### src/rtl/frcm_pkg.sv
package frcm_pkg;

	localparam int unsigned FIELD_COORD_BITS = 12;
	localparam int unsigned SLOT_BITS        = 3;
	localparam int unsigned CHAN_BITS        = 8;

	localparam logic OP_WRITE = 1'b0;
	localparam logic OP_PIXEL = 1'b1;

	localparam logic [CHAN_BITS-1:0] GREY_TOP = 8'd255;

	typedef struct packed {
		logic                        operation;
		logic [SLOT_BITS-1:0]        slot;
		logic [FIELD_COORD_BITS-1:0] rect_left;
		logic [FIELD_COORD_BITS-1:0] rect_top;
		logic [FIELD_COORD_BITS-1:0] rect_width;
		logic [FIELD_COORD_BITS-1:0] rect_height;
		logic                        entry_valid;
		logic [FIELD_COORD_BITS-1:0] pixel_row;
		logic [FIELD_COORD_BITS-1:0] pixel_col;
		logic [CHAN_BITS-1:0]        in_blue;
		logic [CHAN_BITS-1:0]        in_green;
		logic [CHAN_BITS-1:0]        in_red;
	} frcm_in_t;

	typedef struct packed {
		logic [CHAN_BITS-1:0] out_blue;
		logic [CHAN_BITS-1:0] out_green;
		logic [CHAN_BITS-1:0] out_red;
		logic                 inside_face;
	} frcm_out_t;

endpackage

### src/rtl/frcm_rect_table.sv
module frcm_rect_table #(
	parameter int unsigned MAX_RECTS  = 8,
	parameter int unsigned COORD_BITS = 12
) (
	input  logic                                     clk,
	input  logic                                     arst_n,
	input  logic                                     wr_en,
	input  frcm_pkg::frcm_in_t                       item,
	input  logic [frcm_pkg::FIELD_COORD_BITS-1:0]    min_width,
	output logic                                     hit
);

	localparam int unsigned EXT_BITS = 16;
	localparam int unsigned SUM_BITS = COORD_BITS + 1;

	logic [EXT_BITS-1:0]   left_x, top_x, width_x, height_x, row_x, col_x;
	logic [COORD_BITS-1:0] wr_left, wr_top, wr_width, wr_height, row_c, col_c;

	logic [COORD_BITS-1:0] left_q   [MAX_RECTS];
	logic [COORD_BITS-1:0] top_q    [MAX_RECTS];
	logic [COORD_BITS-1:0] width_q  [MAX_RECTS];
	logic [COORD_BITS-1:0] height_q [MAX_RECTS];
	logic [MAX_RECTS-1:0]  valid_q;
	logic [MAX_RECTS-1:0]  hit_vec;

	// mask or widen the fixed-width fields to the table's coordinate width
	assign left_x   = EXT_BITS'(item.rect_left);
	assign top_x    = EXT_BITS'(item.rect_top);
	assign width_x  = EXT_BITS'(item.rect_width);
	assign height_x = EXT_BITS'(item.rect_height);
	assign row_x    = EXT_BITS'(item.pixel_row);
	assign col_x    = EXT_BITS'(item.pixel_col);

	assign wr_left   = left_x[COORD_BITS-1:0];
	assign wr_top    = top_x[COORD_BITS-1:0];
	assign wr_width  = width_x[COORD_BITS-1:0];
	assign wr_height = height_x[COORD_BITS-1:0];
	assign row_c     = row_x[COORD_BITS-1:0];
	assign col_c     = col_x[COORD_BITS-1:0];

	for (genvar k = 0; k < MAX_RECTS; k++) begin : g_entry
		logic                sel;
		logic [SUM_BITS-1:0] right, bottom;

		assign sel = wr_en && (7'(item.slot) == 7'(k));

		always_ff @(posedge clk or negedge arst_n) begin
			if (!arst_n) begin
				valid_q[k] <= 1'b0;
			end else if (sel) begin
				valid_q[k] <= item.entry_valid;
			end
		end

		always_ff @(posedge clk) begin
			if (sel) begin
				left_q[k]   <= wr_left;
				top_q[k]    <= wr_top;
				width_q[k]  <= wr_width;
				height_q[k] <= wr_height;
			end
		end

		assign right  = SUM_BITS'(left_q[k]) + SUM_BITS'(width_q[k]);
		assign bottom = SUM_BITS'(top_q[k]) + SUM_BITS'(height_q[k]);

		assign hit_vec[k] = valid_q[k]
			&& (17'(width_q[k]) > 17'(min_width))
			&& (row_c >= top_q[k]) && (SUM_BITS'(row_c) <= bottom)
			&& (col_c >= left_q[k]) && (SUM_BITS'(col_c) <= right);
	end

	assign hit = |hit_vec;

endmodule

### src/rtl/frcm_colour.sv
module frcm_colour (
	input  frcm_pkg::frcm_in_t  pix,
	input  logic                hit,
	output frcm_pkg::frcm_out_t res
);

	logic [frcm_pkg::CHAN_BITS-1:0] grey;

	assign grey = frcm_pkg::GREY_TOP - pix.in_green;

	always_comb begin
		if (hit) begin
			res.out_blue  = pix.in_blue;
			res.out_green = pix.in_green;
			res.out_red   = pix.in_red;
		end else begin
			res.out_blue  = grey;
			res.out_green = grey;
			res.out_red   = grey;
		end
		res.inside_face = hit;
	end

endmodule

### src/rtl/face_region_colour_mask_top.sv
// Face region colour mask. Takes one beat per clock on the input channel while in_stall is
// low. A rectangle write beat (operation 0) fills one of MAX_RECTS table entries and gives
// no result; it is seen by every beat accepted after it. A pixel beat (operation 1) gives
// one result beat through the input register and the result register: the colour unchanged
// if the pixel lies inside any valid rectangle wider than min_width, edges included,
// otherwise all three channels set to 255 minus green. All entries are compared
// in parallel between the two registers, so the sustained rate is one beat per clock while
// out_stall is low. The input register holds one more beat while the result register
// waits. Reset leaves every entry invalid and min_width at 0; cfg_ready is always high and
// min_width should only be written while no beat is in flight.
module face_region_colour_mask_top #(
	parameter int unsigned MAX_RECTS  = 8,
	parameter int unsigned COORD_BITS = 12
) (
	input  logic                                  clk,
	input  logic                                  arst_n,
	input  logic                                  in_valid,
	output logic                                  in_stall,
	input  frcm_pkg::frcm_in_t                    in_data,
	output logic                                  out_valid,
	input  logic                                  out_stall,
	output frcm_pkg::frcm_out_t                   out_data,
	input  logic                                  cfg_valid,
	output logic                                  cfg_ready,
	input  logic [frcm_pkg::FIELD_COORD_BITS-1:0] cfg_data
);

	logic                                  valid_s1, valid_s2;
	frcm_pkg::frcm_in_t                    item_s1;
	frcm_pkg::frcm_out_t                   res_s2;
	frcm_pkg::frcm_out_t                   res;
	logic [frcm_pkg::FIELD_COORD_BITS-1:0] min_width_q;
	logic                                  in_acc, s1_leave, s2_en, s2_load, wr_en, hit;

	assign cfg_ready = 1'b1;

	assign s2_en    = !valid_s2 || !out_stall;
	assign s1_leave = valid_s1 && (item_s1.operation == frcm_pkg::OP_WRITE || s2_en);
	assign in_stall = valid_s1 && !s1_leave;
	assign in_acc   = in_valid && !in_stall;
	assign wr_en    = valid_s1 && item_s1.operation == frcm_pkg::OP_WRITE;
	assign s2_load  = valid_s1 && item_s1.operation == frcm_pkg::OP_PIXEL && s2_en;

	always_ff @(posedge clk or negedge arst_n) begin
		if (!arst_n) begin
			min_width_q <= '0;
		end else if (cfg_valid && cfg_ready) begin
			min_width_q <= cfg_data;
		end
	end

	always_ff @(posedge clk or negedge arst_n) begin
		if (!arst_n) begin
			valid_s1 <= 1'b0;
			valid_s2 <= 1'b0;
		end else begin
			if (in_acc) begin
				valid_s1 <= 1'b1;
			end else if (s1_leave) begin
				valid_s1 <= 1'b0;
			end
			if (s2_en) begin
				valid_s2 <= s2_load;
			end
		end
	end

	always_ff @(posedge clk) begin
		if (in_acc) begin
			item_s1 <= in_data;
		end
		if (s2_load) begin
			res_s2 <= res;
		end
	end

	frcm_rect_table #(
		.MAX_RECTS  (MAX_RECTS),
		.COORD_BITS (COORD_BITS)
	) u_table (
		.clk       (clk),
		.arst_n    (arst_n),
		.wr_en     (wr_en),
		.item      (item_s1),
		.min_width (min_width_q),
		.hit       (hit)
	);

	frcm_colour u_colour (
		.pix (item_s1),
		.hit (hit),
		.res (res)
	);

	assign out_valid = valid_s2;
	assign out_data  = res_s2;

	// grey results carry one value on all three channels
	a_grey_equal: assert property (@(posedge clk) disable iff (!arst_n)
		out_valid && !out_data.inside_face |->
			out_data.out_blue == out_data.out_green && out_data.out_green == out_data.out_red)
		else $error("grey result with unequal channels");

	// a new result beat only follows a pixel beat in the input register
	a_pixel_only: assert property (@(posedge clk) disable iff (!arst_n)
		$rose(valid_s2) |-> $past(valid_s1 && item_s1.operation == frcm_pkg::OP_PIXEL))
		else $error("result beat without a pixel beat");

	// stall only with the input register full
	a_stall_full: assert property (@(posedge clk) disable iff (!arst_n)
		in_stall |-> valid_s1 && item_s1.operation == frcm_pkg::OP_PIXEL && valid_s2)
		else $error("input stalled without cause");

endmodule

### config.mk
export PLATFORM = sky130hd
export DESIGN_NAME = face_region_colour_mask_top
export DESIGN_NICKNAME = d
export VERILOG_FILES = /design/src/rtl/frcm_pkg.sv /design/src/rtl/frcm_rect_table.sv /design/src/rtl/frcm_colour.sv /design/src/rtl/face_region_colour_mask_top.sv
export SDC_FILE = /design/constraint.sdc
export NUM_CORES = 1
export LEC_CHECK = 0
export BUFFER_PORTS_ARGS = -buffer_cell sky130_fd_sc_hd__buf_2
export CAP_MARGIN = 20
export CORE_MARGIN = 4
export CORE_UTILIZATION = 35
export CTS_CLUSTER_SIZE = 20
export DETAILED_ROUTE_END_ITERATION = 10
export SLEW_MARGIN = 20
export SYNTH_ARGS = -nofsm -noshare
export SYNTH_HDL_FRONTEND = slang
export SYNTH_SLANG_ARGS = --single-unit
### constraint.sdc
create_clock -name clk -period 5.8 [get_ports clk]
set_input_delay 1.45 -clock clk [delete_from_list [all_inputs] [get_ports clk]]
set_output_delay 1.45 -clock clk [all_outputs]
set_load 0.005 [all_outputs]
==> flow_metrics.tcl, run 1 <==
set metrics [dict create \
    first_iter_violations 1154 \
    run_status "finished clean" \
    crit_start "u_table.left_q[0][12]" \
    areaGrowthSynthToFinish_pct 13.37 \
    cts_setup_buffers 0 \
    vias 23930 \
    power_mw 9.531 \
    syn_area_per_cell_um2 11.69 \
    timing.rr.start "u_table.left_q[0][12]" \
    wl_per_cell_um 19.23 \
    setup_viol 0 \
    regArea_mm2 0.01587 \
    netlist_top_cells_count "ha_1 (672), edfxtp_1 (510), inv_1 (274)" \
    hold_class "flip-flop to flip-flop" \
    seq_area_frac_synth 0.4550 \
    syn_nets 3788 \
    die_x_um 323.6 \
    cts_buffers 59 \
    multi_input_area_mm2 0.01797 \
    drc 0 \
    htreeDepth 2 \
    num_io_pins 146 \
    final_util 0.4011 \
    cts_tree "yes" \
    hold_viol_final 0 \
    cellPowerDensity_mw_per_mm2 241.1 \
    hold_buffers 0 \
    core_mm2 0.09856 \
    via_per_inst 5.249 \
    required_ps 6260 \
    ys_types 77 \
    post_cts_resized 0 \
    max_freq_ghz 0.1848 \
    die_y_um 323.6 \
    place.port_buffers 144 \
    critical_path_arrival_ps 5870 \
    track_usage 0.1665 \
    synth_top_cell_area_share 0.4392 \
    clock_sinks 532 \
    start_util 0.3538 \
    clk_latency_ps 630 \
    clkTransAtPathRegs_ps 60 \
    antenna_found_initial 7 \
    layout-drive-gt1-share 0.09670 \
    synth-edff-count 510 \
    n_fill_cell 9324 \
    grt_max_degree 50 \
    critPathLaunchType "flip-flop" \
    synth.ff_latch_count 532 \
    instances_no_fill 4558 \
    hold_start "u_table.valid_q[5]" \
    period_share 0.9330 \
    yosys_most_used_dff "edfxtp_1" \
    tightest_slew_ps 937.2 \
    ys_warn_count 0 \
    crit_path_max_fanout 25 \
    tns_ps 0 \
    dp_hpwl_um 69210 \
    fin_crit_ps 5412 \
    gp_congestion 0.8536 \
    die_area_mm2 0.1047 \
    skew_ps 23.75 \
    wl_um 87670 \
    yosysTopAreaCell "edfxtp_1" \
    grt.overflow.total 0 \
    cts_root_buf "clkbuf_16" \
    grt_pass1_vias 24510 \
    synthTopCellsByArea "edfxtp_1 (44%), ha_1 (24%), inv_1 (2.9%)" \
    dr.pass1.iters 5 \
    antenna_left 0 \
    irDropWorstVdd_v 0.0002514 \
    num-nets-final 4025 \
    grt_first_pass_wirelength_um 134200 \
    path_class "flip-flop to flip-flop" \
    clock_path_buffers 3 \
    cp-end-kind "flip-flop" \
    rsz0062_at_grt "no" \
    slew_violations 0 \
    slew_headroom 0.3591 \
    post-synth-top-count-cell "ha_1" \
    postSynth.asyncResetShare 0.04135 \
    synth_area_mm2 0.03487 \
    dp_cells 4445 \
    cap_violations 0 \
    syn_inst 2982 \
    power_leakage_nw 16.79 \
    row_count 115 \
]
## state kept, by name (all words and copies together), names as in the netlist, 8 cells and up
register,count
u_table.valid_q,8
u_table.left_q,96
u_table.height_q,96
min_width_q,12
out_data,25
item_s1,101
u_table.width_q,96
u_table.top_q,96
## where the power goes
part           switching [mW]  internal, mW  total (mW)  leakage [nW]
clock network            1.60          2.32        3.91         0.995
registers               0.165          4.36        4.52          4.95
logic                   0.628         0.465        1.09          10.8
total                    2.39          7.14        9.53          16.8
## cells by family (layout without fill, tap and decap cells)
logic type               after synthesis  after routing  share of synthesized area
flip-flops                           532            532                     0.4550
multiplexers                          25             25                   0.007500
AO/OA/AOI/OAI                        685            685                     0.1275
adder cells (fa/ha/maj)              688            688                     0.2503
XOR/XNOR                             161            161                    0.04044
other                                  1              4                  0.0001075
buffers and inverters                280            566                    0.03140
AND/OR/NAND/NOR                      610            610                    0.08770
## area by class of cell
type | count | area share
antenna | 3 | 0.0001899
clock buffer | 67 | 0.03915
clock inverter | 43 | 0.01209
inverter | 274 | 0.02602
multi-input combinational | 2170 | 0.4547
sequential | 532 | 0.4013
tap | 1287 | 0.04074
timing repair buffer | 182 | 0.02576
## placed cells by master (no fill, tap or decap), types with 68 or more instances in the layout
master	synthesis	final
nor2_1	158	152
inv_1	274	274
a21oi_1	202	201
nand2_1	102	102
xnor2_1	68	68
a21o_1	72	72
edfxtp_1	510	510
nand3_1	86	86
ha_1	672	672
buf_2	0	144
o21ai_0	121	121
xor2_1	93	93
## layer usage
layer	vias to the layer above	track usage	wire length (um)
met5	-	0	40
met4	6	0.04834	2577
met3	153	0.02571	3884
met2	478	0.2867	41290
met1	11490	0.2176	39870
li1	11800	-	-
## path summary, 6_finish.rpt
path                                      end  slack [ps]  depth (start not counted)
min in group asynchronous      min_width_q[7]         900                          1
setup / recovery                  out_data[6]         390                         20
max in group asynchronous  u_table.valid_q[6]        4360                          1
hold reg to reg            u_table.valid_q[5]         510                          1
setup reg to reg                  out_data[6]         390                         20
hold / removal             u_table.valid_q[5]         510                          1
## critical path, stage by stage, from the launching register on
cell and delay (ps):
edfxtp_1 400, ha_1 250, fa_1 400, a21oi_1 230
o211ai_1 170, or4_1 450, o2111ai_1 140, nand2b_1 80
a21oi_1 180, xor2_1 160, ha_1 270, a211o_1 330
a2111oi_0 380, o31ai_1 150, o211a_1 190, or4_1 530
o311ai_1 90, buf_4 170, nand4bb_2 210, buf_12 230
mux2i_1 220
## through the flow
stage	worst slack [ps]	hold slack (ps)	cell area [um^2]
final	388.5	508.7	39530
after global routing	116.1	519.7	39520
after CTS	399.4	510.7	39520
after detailed placement	440.2	494.4	37500
after global placement	500.1	489.6	37500
after floorplan	869.5	474.2	34870
Note: power is estimated with default switching activity, not from simulation.
==> inputs of run 2 (changes only) <==
CORE_UTILIZATION = 40   (was 35)
CTS_BUF_LIST = sky130_fd_sc_hd__clkbuf_16   (was unset)
==> run 2 against run 1 <==
First-iteration DRC count grew 12%. Register-to-register slack better by 30 ps. Wire length rose by 3.7%. Non-clock buffer count increased by 4. Combinational power about the same. Worst setup slack gained 31 ps. Global-route usage increased by 3.0 points. Critical path depth shrank 1. Via count increased by 0.51%. Critical endpoint is now out_data[3].
==> flow_metrics.tcl, run 2 (synthesis gave the netlist of run 1 again) <==
set metrics [dict create \
    slew_headroom 0.2890 \
    period_share 0.9277 \
    tightest_slew_ps 1067 \
    cts_tree "yes" \
    dr.pass1.iters 5 \
    fin_crit_ps 5381 \
    drc 0 \
    clk_latency_ps 620 \
    irDropWorstVdd_v 0.0002735 \
    areaGrowthSynthToFinish_pct 12.16 \
    grt_first_pass_wirelength_um 137200 \
    max_freq_ghz 0.1858 \
    largest_reg_flops 101 \
    final_cell_mix "ha_1 (672), edfxtp_1 (510), inv_1 (281), a21oi_1 (201), nor2_1 (152)" \
    post_cts_resized 0 \
    gp_congestion 0.8620 \
    path_class "flip-flop to flip-flop" \
    wl_per_cell_um 20.55 \
    setup_viol 0 \
    grt.overflow.total 0 \
    cap_violations 0 \
    vias 24050 \
    power_switching_mw 2.339 \
    hold_class "flip-flop to flip-flop" \
    combPwrFrac 0.122 \
    rsz0062_at_grt "no" \
    first_iter_violations 1295 \
    place.port_buffers 144 \
    num-nets-final 4024 \
    antenna_left 0 \
    cp-end-kind "flip-flop" \
    largest-register "item_s1" \
    via_per_inst 5.438 \
    dp_hpwl_um 68380 \
    critical_path_arrival_ps 5840 \
    die_y_um 303.2 \
    p_seq_frac 0.499 \
    required_ps 6260 \
    critPathLaunchType "flip-flop" \
    antenna_found_initial 12 \
    clkTransAtPathRegs_ps 60 \
    row_count 108 \
    clock_path_buffers 3 \
    clkPwrFrac 0.380 \
    run_status "finished clean" \
    swShare 0.2573 \
    n_fill_cell 7878 \
    num_io_pins 146 \
    die_x_um 303.2 \
    core_mm2 0.08662 \
    hold_buffers 0 \
    cellPowerDensity_mw_per_mm2 232.5 \
    hold_viol_final 0 \
    tns_ps 0 \
    die_area_mm2 0.09196 \
    cts_setup_buffers 0 \
    power_mw 9.092 \
    track_usage 0.1961 \
    layout-drive-gt1-share 0.09378 \
    cts_root_buf "clkbuf_16" \
    clock_sinks 532 \
    cts_buffers 54 \
    crit_path_max_fanout 25 \
    wl_um 90890 \
    slew_violations 0 \
    skew_ps 28.64 \
    grt_pass1_vias 24090 \
    mostFrequentLayoutCell "ha_1" \
    htreeDepth 2 \
    cellInternalPower_mw 6.752 \
    power_leakage_nw 16.69 \
    start_util 0.4026 \
    grt_max_degree 83 \
]
## run 2: changes by cell type in the layout (fill, tap and decap cells not counted), sizes merged
cell    delta
buf        +4
bufinv     -4
clkbuf    -13
clkinv     -3
diode      +1
inv       +11
## run 2: final cells by class
class | instances | area [um^2] | area share
diodes | 4 | 10.01 | 0.0002559
clock buffers | 54 | 1351 | 0.03455
clock inverters | 47 | 385.4 | 0.009854
inverters | 274 | 1028 | 0.02630
multi-input cells | 2170 | 17970 | 0.4596
flip-flops and latches | 532 | 15870 | 0.4057
well taps | 1155 | 1445 | 0.03695
repair buffers | 186 | 1049 | 0.02681
## run 2: routing by layer
metal | share of wire | GRT usage
met3 | 0.054 | 0.03382
met2 | 0.49 | 0.3438
met4 | 0.022 | 0.04721
met5 | 0.00062 | 0
met1 | 0.44 | 0.2529
## run 2: critical path, cell delays in order (launching register included)
cell and delay (ps):
edfxtp_1 390, ha_1 250, fa_1 420, a21oi_1 220, o211ai_1 150, or4_1 450, o2111ai_1 150, nand2b_1 90
a21oi_1 180, xor2_1 160, ha_1 270, a211o_1 320, a2111oi_0 370, o31ai_1 150, o211a_1 200, or4_1 650
o311ai_1 110, nand4bb_2 230, buf_12 210, mux2i_1 220
## run 2: path summary, 6_finish.rpt
check	slack (ps)	cells after the start	end	startpoint
worst max-delay path	420	19	out_data[3]	u_table.left_q[0][12]
worst min-delay path	510	1	u_table.valid_q[5]	u_table.valid_q[5]
min in group asynchronous	920	1	min_width_q[0]	arst_n
max in group asynchronous	4350	1	out_valid	arst_n
worst min register to register	510	1	u_table.valid_q[5]	u_table.valid_q[5]
worst max register to register	420	19	out_data[3]	u_table.left_q[0][12]
## run 2: per-stage QoR
stage	instances	hold WS, ps	area [um^2]	util	worst slack (ps)
floorplan	2982	474.2	34870	-	869.5
global placement	4317	489.2	37360	0.4313	542.5
detailed placement	4317	491.7	37360	0.4313	474.2
CTS	4418	506.2	39100	0.4514	477.0
global route	4419	527.0	39100	0.4514	161.6
finish	4422	506.7	39110	0.4515	419.2
## run 2: power groups by stage
stage | clock network, mW | logic, mW | registers (mW)
3_5_place_dp | 0 | 1.11 | 4.61
3_3_place_gp | 0 | 1.09 | 4.62
2_1_floorplan | 0 | 0.731 | 4.53
6_report | 3.45 | 1.11 | 4.53
4_1_cts | 3.54 | 1.12 | 4.54
5_1_grt | 3.70 | 1.26 | 4.55
